## src/design/gfrow_pkg.sv

```systemverilog
`default_nettype none
// ---------------------------------------------------------------------------
// gfrow_pkg
// Shared types, constants and field multiply for the GF(256) row engine.
// ---------------------------------------------------------------------------
package gfrow_pkg;

	localparam int MAX_ROWS = 64;
	localparam int MAX_COLS = 256;
	localparam int ROW_W = $clog2(MAX_ROWS);
	localparam int COL_W = $clog2(MAX_COLS);
	localparam int ADDR_W = ROW_W + COL_W;
	localparam int DEPTH = MAX_ROWS * MAX_COLS;

	localparam logic [2:0] OP_WRITE = 3'd0;
	localparam logic [2:0] OP_READ = 3'd1;
	localparam logic [2:0] OP_SWAPR = 3'd2;
	localparam logic [2:0] OP_SWAPC = 3'd3;
	localparam logic [2:0] OP_ADD = 3'd4;
	localparam logic [2:0] OP_SCALE = 3'd5;

	localparam logic [0:0] REG_ROWS = 1'd0;
	localparam logic [0:0] REG_COLS = 1'd1;

	typedef struct packed {
		logic [2:0] req_type;
		logic [7:0] index_a;
		logic [7:0] index_b;
		logic [7:0] col_index;
		logic [7:0] value;
	} req_t;

	typedef struct packed {
		logic [7:0] read_data;
		logic status;
	} rsp_t;

	// Classified command passed from the front part to the back part.
	typedef struct packed {
		logic [2:0] op;
		logic bad;
		logic [ROW_W-1:0] ra;
		logic [ROW_W-1:0] rb;
		logic [COL_W-1:0] ca;
		logic [COL_W-1:0] cb;
		logic [COL_W:0] c0;
		logic [COL_W:0] nc;
		logic [ROW_W:0] nr;
		logic [7:0] value;
	} cmd_t;

	typedef enum logic [2:0] {
		ST_CLEAR, ST_IDLE, ST_RD1, ST_RD2, ST_WR1, ST_WR2, ST_DONE
	} state_t;

	function automatic logic [7:0] gf_mul(input logic [7:0] a, input logic [7:0] b);
		logic [7:0] x;
		logic [7:0] acc;
		x = a;
		acc = '0;
		for (int k = 0; k < 8; k++) begin
			if (b[k]) acc = acc ^ x;
			x = {x[6:0], 1'b0} ^ (x[7] ? 8'h1D : 8'h00);
		end
		return acc;
	endfunction

endpackage
`default_nettype wire

```

## src/design/gfrow_front.sv

```systemverilog
`default_nettype none
// ---------------------------------------------------------------------------
// gfrow_front
// Holds configuration, range-checks requests and queues classified commands.
// ---------------------------------------------------------------------------
module gfrow_front (
	input wire logic clk,
	input wire logic arst_n,
	input wire logic start,
	input wire gfrow_pkg::req_t req,
	output logic busy,
	input wire logic cfg_valid,
	output logic cfg_ready,
	input wire logic [0:0] cfg_index,
	input wire logic [8:0] cfg_data,
	output logic cmd_valid,
	output gfrow_pkg::cmd_t cmd,
	input wire logic cmd_pop
);
	import gfrow_pkg::*;

	logic [6:0] row_count_q;
	logic [8:0] col_count_q;
	logic [ROW_W:0] nr;
	logic [COL_W:0] nc;
	cmd_t cmd_d;
	cmd_t q_mem_q [2];
	logic wp_q, rp_q;
	logic [1:0] cnt_q;
	logic push;

	assign cfg_ready = 1'b1;

	always_ff @(posedge clk or negedge arst_n) begin
		if (!arst_n) begin
			row_count_q <= 7'd64;
			col_count_q <= 9'd256;
		end else if (cfg_valid) begin
			if (cfg_index == REG_ROWS) row_count_q <= cfg_data[6:0];
			else col_count_q <= cfg_data;
		end
	end

	assign nr = (32'(row_count_q) > MAX_ROWS) ? (ROW_W+1)'(MAX_ROWS) : (ROW_W+1)'(row_count_q);
	assign nc = (32'(col_count_q) > MAX_COLS) ? (COL_W+1)'(MAX_COLS) : (COL_W+1)'(col_count_q);

	always_comb begin
		logic ia, ib, ica, icb, icc;
		ia = 32'(req.index_a) < 32'(nr);
		ib = 32'(req.index_b) < 32'(nr);
		ica = 32'(req.index_a) < 32'(nc);
		icb = 32'(req.index_b) < 32'(nc);
		icc = 32'(req.col_index) < 32'(nc);
		cmd_d.op = req.req_type;
		cmd_d.ra = req.index_a[ROW_W-1:0];
		cmd_d.rb = req.index_b[ROW_W-1:0];
		cmd_d.ca = req.index_a[COL_W-1:0];
		cmd_d.cb = req.index_b[COL_W-1:0];
		cmd_d.c0 = (COL_W+1)'(req.col_index);
		cmd_d.nc = nc;
		cmd_d.nr = nr;
		cmd_d.value = req.value;
		case (req.req_type)
			OP_WRITE, OP_READ: cmd_d.bad = !(ia && icc);
			OP_SWAPR: cmd_d.bad = !(ia && ib);
			OP_SWAPC: cmd_d.bad = !(ica && icb);
			OP_ADD: cmd_d.bad = !(ia && ib && icc);
			OP_SCALE: cmd_d.bad = !ia;
			default: cmd_d.bad = 1'b1;
		endcase
	end

	assign busy = (cnt_q == 2'd2);
	assign push = start && !busy;
	assign cmd_valid = (cnt_q != 2'd0);
	assign cmd = q_mem_q[rp_q];

	always_ff @(posedge clk) begin
		if (push) q_mem_q[wp_q] <= cmd_d;
	end

	always_ff @(posedge clk or negedge arst_n) begin
		if (!arst_n) begin
			wp_q <= 1'b0;
			rp_q <= 1'b0;
			cnt_q <= 2'd0;
		end else begin
			if (push) wp_q <= !wp_q;
			if (cmd_pop) rp_q <= !rp_q;
			cnt_q <= cnt_q + 2'(push) - 2'(cmd_pop);
		end
	end
endmodule
`default_nettype wire

```

## config.mk

```make
export PLATFORM = sky130hd
export DESIGN_NAME = gfrow_front
export DESIGN_NICKNAME = d
export VERILOG_FILES = /design/src/design/gfrow_pkg.sv /design/src/design/gfrow_front.sv
export SDC_FILE = /design/constraint.sdc
export NUM_CORES = 1
export LEC_CHECK = 0
export ABC_CLOCK_PERIOD_IN_PS = 3700
export BUFFER_PORTS_ARGS = -buffer_cell sky130_fd_sc_hd__buf_2
export CORE_ASPECT_RATIO = 0.6
export CORE_MARGIN = 3
export CORE_UTILIZATION = 40
export CTS_CLUSTER_SIZE = 28
export DETAILED_ROUTE_END_ITERATION = 10
export GPL_TIMING_DRIVEN = 0
export PLACE_DENSITY = 0.73
export SKIP_CTS_REPAIR_TIMING = 1
export SLEW_MARGIN = 5
export SYNTH_ARGS = -nofsm -noshare
export SYNTH_HDL_FRONTEND = slang
export SYNTH_SLANG_ARGS = --single-unit
```

## constraint.sdc

```tcl
create_clock -name clk -period 3.7 [get_ports clk]
set_clock_uncertainty 0.1 [all_clocks]
set_input_delay 0.925 -clock clk [delete_from_list [all_inputs] [get_ports clk]]
set_output_delay 0.925 -clock clk [all_outputs]
set_load 0.1 [all_outputs]
```

==> qor.yml, run 1 <==
clock.fmax_mhz: 297
clk_latency_ns: 0.41
path_class: "flop to output port"
grt_max_degree: 37
cts_root_buffer: "clkbuf_16"
route.detailed.drc: 0
ys_seq_area_share_pct: 65.5
die_x_um: 158
postRouteAntennaNets: 0
slowest_stage: "mux2_2"
final-hold-violation-count: 0
clockBufferDepth: 2
fin_cells: 669
core_area_mm2: 0.0132
start_util_pct: 42.0
cp_top_family: "buffers and inverters"
io_pins: 118
portBuffers: 115
synth-edff-count: 104
endpoint_kind: "output port"
path_cells: "clkbuf_1, clkbuf_2, mux2_2, buf_4, buf_2"
gp_congestion: 0.860
clock-sinks: 124
postSynthCellCount: 353
min_path_type: "input pin to async pin"
synth_cell_types: 38
yosysWarnings: 0
maxCapViolations: 0
crit_path_start_kind: "flop"
fin_crit_ns: 3.36
syn-num-nets: 438
insertedDiodeCount: 0
grt_pass1_vias: 3467
grt_setup_unrepaired: "false"
worst_pin_slew_ns: 0.917
area_growth_pct: 24.8
fin_crit_sh_pct: 90.9
synthFlopType: "edfxtp_1"
dpl.cell_count: 640
numCtsBuffers: 17
via_count: 3337
grt_pass1_wl_mm: 18.5
antenna_found_initial: 0
ys_async_sr_fraction_pct: 16.1
status: "finished, final reports clean"
dr.pass1.iters: 5
via_per_inst: 4.99
cp_num_buf_inv: 4
drt_iter0_drc: 134
rows: 32
slowest_delay_ns: 0.42
arrival_ns: 2.34
tritoncts: "built"
die_h_um: 97.1
fp.dieArea_mm2: 0.0153
wl_per_cell_um: 18.0
critPathMaxFanout: 10
synth.avg_cell_area_um2: 15.7
relSlewSlack_pct: 38.7
fill_cells: 1086
clk_pin_slew_ns: 0.05
grt_overflow: 0
drive_gt1_share_pct: 46.1
routed_wirelength_mm: 12.1
place_hpwl_mm: 8.80
ys_ff_latch: 124
required_ns: 2.67
grt_util_all_layers_pct: 16.3
slew_violations: 0
netlist_area_mm2: 0.00553
finalNetCount: 574
ctsHtreeMaxLevel: 4
setup_viol: 0
-- cell usage after synthesis (6+ instances only) --
cell / count / area, um2
edfxtp_1: 104 / 3120
mux2_2: 59 / 664
ha_1: 35 / 438
dfrtp_1: 18 / 450
inv_1: 15 / 56.3
buf_4: 14 / 105
a21oi_1: 13 / 65.1
nand2_1: 13 / 48.8
nand2b_1: 11 / 68.8
o21ai_0: 10 / 50.1
mux2_1: 8 / 90.1
clkbuf_1: 6 / 22.5
-- cell families (layout without fill, tap and decap cells) --
group / after synthesis / in the layout / share of synthesized area (%)
compound gates: 37 / 37 / 4.12
mux: 67 / 67 / 13.6
simple gates: 44 / 44 / 4.27
flops: 124 / 124 / 65.5
xor+xnor: 4 / 4 / 0.633
fa+ha+maj: 35 / 35 / 7.91
other cells: 2 / 2 / 0.136
buf+inv: 40 / 186 / 3.75
-- metrics by stage --
step / area, um2 / hold slack, ns / TNS, ns / setup slack, ns / utilization (%)
after floorplan: 5540 / 0.358 / 0 / 0.805 / -
after global placement: 6320 / 0.377 / -4.72 / -0.0953 / 48.0
after detailed placement: 6370 / 0.382 / 0 / 0.503 / 48.4
after CTS: 6910 / 0.379 / 0 / 0.0591 / 52.4
after global routing: 6910 / 0.396 / 0 / 0.192 / 52.4
final: 6910 / 0.368 / 0 / 0.338 / 52.4
-- layout by cell type, fill, tap and decap left out, types with 2 or more instances in the layout --
cell,instances
buf_12,2
dfrtp_1,18
nand4_1,3
clkbuf_1,7
buf_2,119
nand2_1,13
nand2b_1,11
nor2b_1,2
mux2_1,8
conb_1,2
edfxtp_1,104
clkinvlp_4,2
a31oi_1,2
nor2b_2,2
mux2_2,59
xnor2_1,3
inv_1,15
o21ai_0,10
buf_4,14
clkinv_1,2
nor2_1,3
ha_1,35
clkinv_2,4
dfstp_2,2
nand3_1,4
o21ai_1,2
bufinv_16,2
a21o_1,2
a211oi_1,2
a21oi_1,13
clkbuf_16,17
-- per-layer routing --
metal / wire length (um) / vias up / global-route usage [%] / part of all wire [%]
met4: 75 / 0 / 5.73 / 0.62
met1: 5900 / 1625 / 23.5 / 49
li1: - / 1583 / - / -
met3: 897 / 9 / 4.90 / 7.4
met5: 0 / - / 0 / 0
met2: 5200 / 120 / 23.4 / 43
-- flip-flops by register name (all words and copies together) (netlist names) --
| register | count |
|---|---|
| q_mem_q | 104 |
| wp_q | 1 |
| row_count_q | 7 |
| rp_q | 1 |
| col_count_q | 9 |
| cnt_q | 2 |
-- final timing paths --
check | from | to | slack (ns) | depth (start not counted)
setup / recovery | rp_q | cmd[51] | 0.34 | 5
hold reg to reg | cnt_q[1] | cnt_q[1] | 0.40 | 1
hold / removal | arst_n | cnt_q[1] | 0.37 | 1
min in group clk | cnt_q[1] | cnt_q[1] | 0.40 | 1
max in group asynchronous | arst_n | row_count_q[6] | 2.77 | 1
setup reg to reg | col_count_q[8] | q_mem_q[1][60] | 0.57 | 8
-- final cells by class --
type / count / area, um2 / share of cell area (%)
inverter: 16 / 60.1 / 0.870
tap: 170 / 213 / 3.08
buffer: 24 / 149 / 2.16
multi-input combinational: 189 / 1710 / 24.7
clock buffer: 19 / 433 / 6.27
clock inverter: 10 / 103 / 1.49
timing repair buffer: 117 / 616 / 8.91
sequential: 124 / 3630 / 52.5
Power of run 1 is left out: the tool's default activity adds up to more than one toggle a clock period on the data nets, which glitch-free logic cannot reach.
==> run 2, diff against run 1 <==
--- a/config.mk
+++ b/config.mk
@@ -7,10 +7,9 @@
 export LEC_CHECK = 0
 export ABC_CLOCK_PERIOD_IN_PS = 3700
 export BUFFER_PORTS_ARGS = -buffer_cell sky130_fd_sc_hd__buf_2
-export CORE_ASPECT_RATIO = 0.6
-export CORE_MARGIN = 3
+export CORE_MARGIN = 5
 export CORE_UTILIZATION = 40
-export CTS_CLUSTER_SIZE = 28
+export CTS_CLUSTER_SIZE = 30
 export DETAILED_ROUTE_END_ITERATION = 10
 export GPL_TIMING_DRIVEN = 0
 export PLACE_DENSITY = 0.73
==> run 2 against run 1 <==
Critical path depth is the same. Core utilization shrank 1.8 points. Maximum frequency down 5.5%. Cell count rose by 1.9%. Hold slack barely moved. Sequential cell count unchanged. Non-clock buffer count stayed put. Die area grew 6.3%. Critical endpoint is now cmd[49]. Highest routed layer unchanged.
==> qor.yml, run 2 (same netlist as run 1, synthesis figures left out) <==
io_pins: 118  # unchanged
die_h_um: 128  # +31%
path_class: "flop to output port"
insertedDiodeCount: 0  # unchanged
ctsHtreeMaxLevel: 4  # unchanged
endpoint_kind: "output port"
start_util_pct: 40.3  # -1.7 points
design_area_mm2: 0.00695  # +0.62%
regMostFlops: "q_mem_q"
via_per_inst: 4.84  # -3.0%
mostFrequentLayoutCells: "119 x buf_2, 104 x edfxtp_1, 59 x mux2_2"
required_ns: 2.67  # about the same
clock-sinks: 124  # unchanged
placed_area_mm2: 0.00638  # +0.20%
clk_latency_ns: 0.41  # about the same
arrival_ns: 2.53  # +0.19 ns
crit_path_start_kind: "flop"
place_hpwl_mm: 8.58  # -2.5%
clock.fmax_mhz: 281  # -5.5%
setup_viol: 0  # unchanged
maxCapViolations: 0  # unchanged
grt_setup_unrepaired: "false"
antenna_found_initial: 0  # unchanged
drt_iter0_drc: 154  # +15%
min_path_type: "input pin to async pin"
final-hold-violation-count: 0  # unchanged
reg2reg_depth: 8  # unchanged
area_growth_pct: 25.6
fill_cells: 1174  # +8.1%
clockBufferDepth: 2  # unchanged
fp.dieArea_mm2: 0.0163  # +6.3%
route.detailed.drc: 0  # unchanged
numCtsBuffers: 17  # unchanged
grt_overflow: 0  # unchanged
grt_pass1_vias: 3519  # +1.5%
clk_pin_slew_ns: 0.05  # about the same
wl_per_cell_um: 17.1  # -5.4%
relSlewSlack_pct: 42.0  # +3.3 points
top_regs: "q_mem_q x104, col_count_q x9, row_count_q x7"
cts_root_buffer: "clkbuf_16"
portBuffers: 115  # unchanged
grt_max_degree: 29  # -22%
grt_util_all_layers_pct: 15.0  # -1.3 points
dr.pass1.iters: 5  # unchanged
gp_congestion: 0.789  # -8.3%
routed_wirelength_mm: 11.6  # -3.6%
largest_reg_flops: 104  # unchanged
die_x_um: 128  # -19%
finalNetCount: 574  # unchanged
status: "finished, final reports clean"
tritoncts: "built"
critPathMaxFanout: 10  # unchanged
fin_crit_ns: 3.56  # +0.195 ns
fin_crit_sh_pct: 96.1  # +5.3 points
worst_pin_slew_ns: 0.867  # -0.0493 ns
via_count: 3299  # -1.1%
slew_violations: 0  # unchanged
grt_pass1_wl_mm: 18.4  # -0.37%
final_common_cell: "buf_2"
postRouteAntennaNets: 0  # unchanged
finalSetupTns_ns: 0  # unchanged
rows: 43  # +34%
drive_gt1_share_pct: 46.4  # +0.32 points
core_area_mm2: 0.0137  # +4.2%
## run 2: layout make-up
type                    instances  area, um2  area share [%]
clock inverters                 9       55.1           0.792
clock buffers                  23        512            7.36
inverters                      16       60.1           0.864
flip-flops and latches        124       3630            52.2
repair buffers                117        616            8.86
plain buffers                  24        148            2.12
well taps                     180        225            3.24
multi-input cells             189       1710            24.6
## run 2: metal layers
metal,vias to the layer above,part of all wire [%],GRT usage [%],routed length (um)
met5,-,0,0,0
met2,105,48,24.0,5550
met4,0,1.1,5.81,131
met1,1597,44,18.4,5170
li1,1586,-,-,-
met3,11,6.9,6.02,800
## run 2: metrics by stage
stage / worst slack (ns) / hold slack [ns] / utilization (%) / cells
2_1_floorplan: 0.805 / 0.358 / - / 353
3_3_place_gp: -0.133 / 0.377 / 46.2 / 648
3_5_place_dp: 0.529 / 0.390 / 46.5 / 650
4_1_cts: 0.0629 / 0.353 / 50.7 / 682
5_1_grt: 0.0197 / 0.381 / 50.7 / 682
6_report: 0.143 / 0.368 / 50.7 / 682
## run 2: worst max-delay path, cell delays in order, from the launching register on
cell      delay (ns)
dfrtp_1         0.32
clkbuf_1        0.43
clkbuf_1        0.53
mux2_2          0.43
buf_4           0.13
buf_2           0.28
## run 2: worst paths after layout
path                           startpoint             end  slack, ns
max                                  rp_q         cmd[49]       0.14
min                                arst_n            wp_q       0.37
max reg2reg                col_count_q[8]  q_mem_q[1][60]       0.57
min reg2reg                row_count_q[0]  row_count_q[0]       0.41
max in group asynchronous          arst_n  row_count_q[6]       2.78
min in group clk           row_count_q[0]  row_count_q[0]       0.41
Power of run 2 is left out for the same reason.
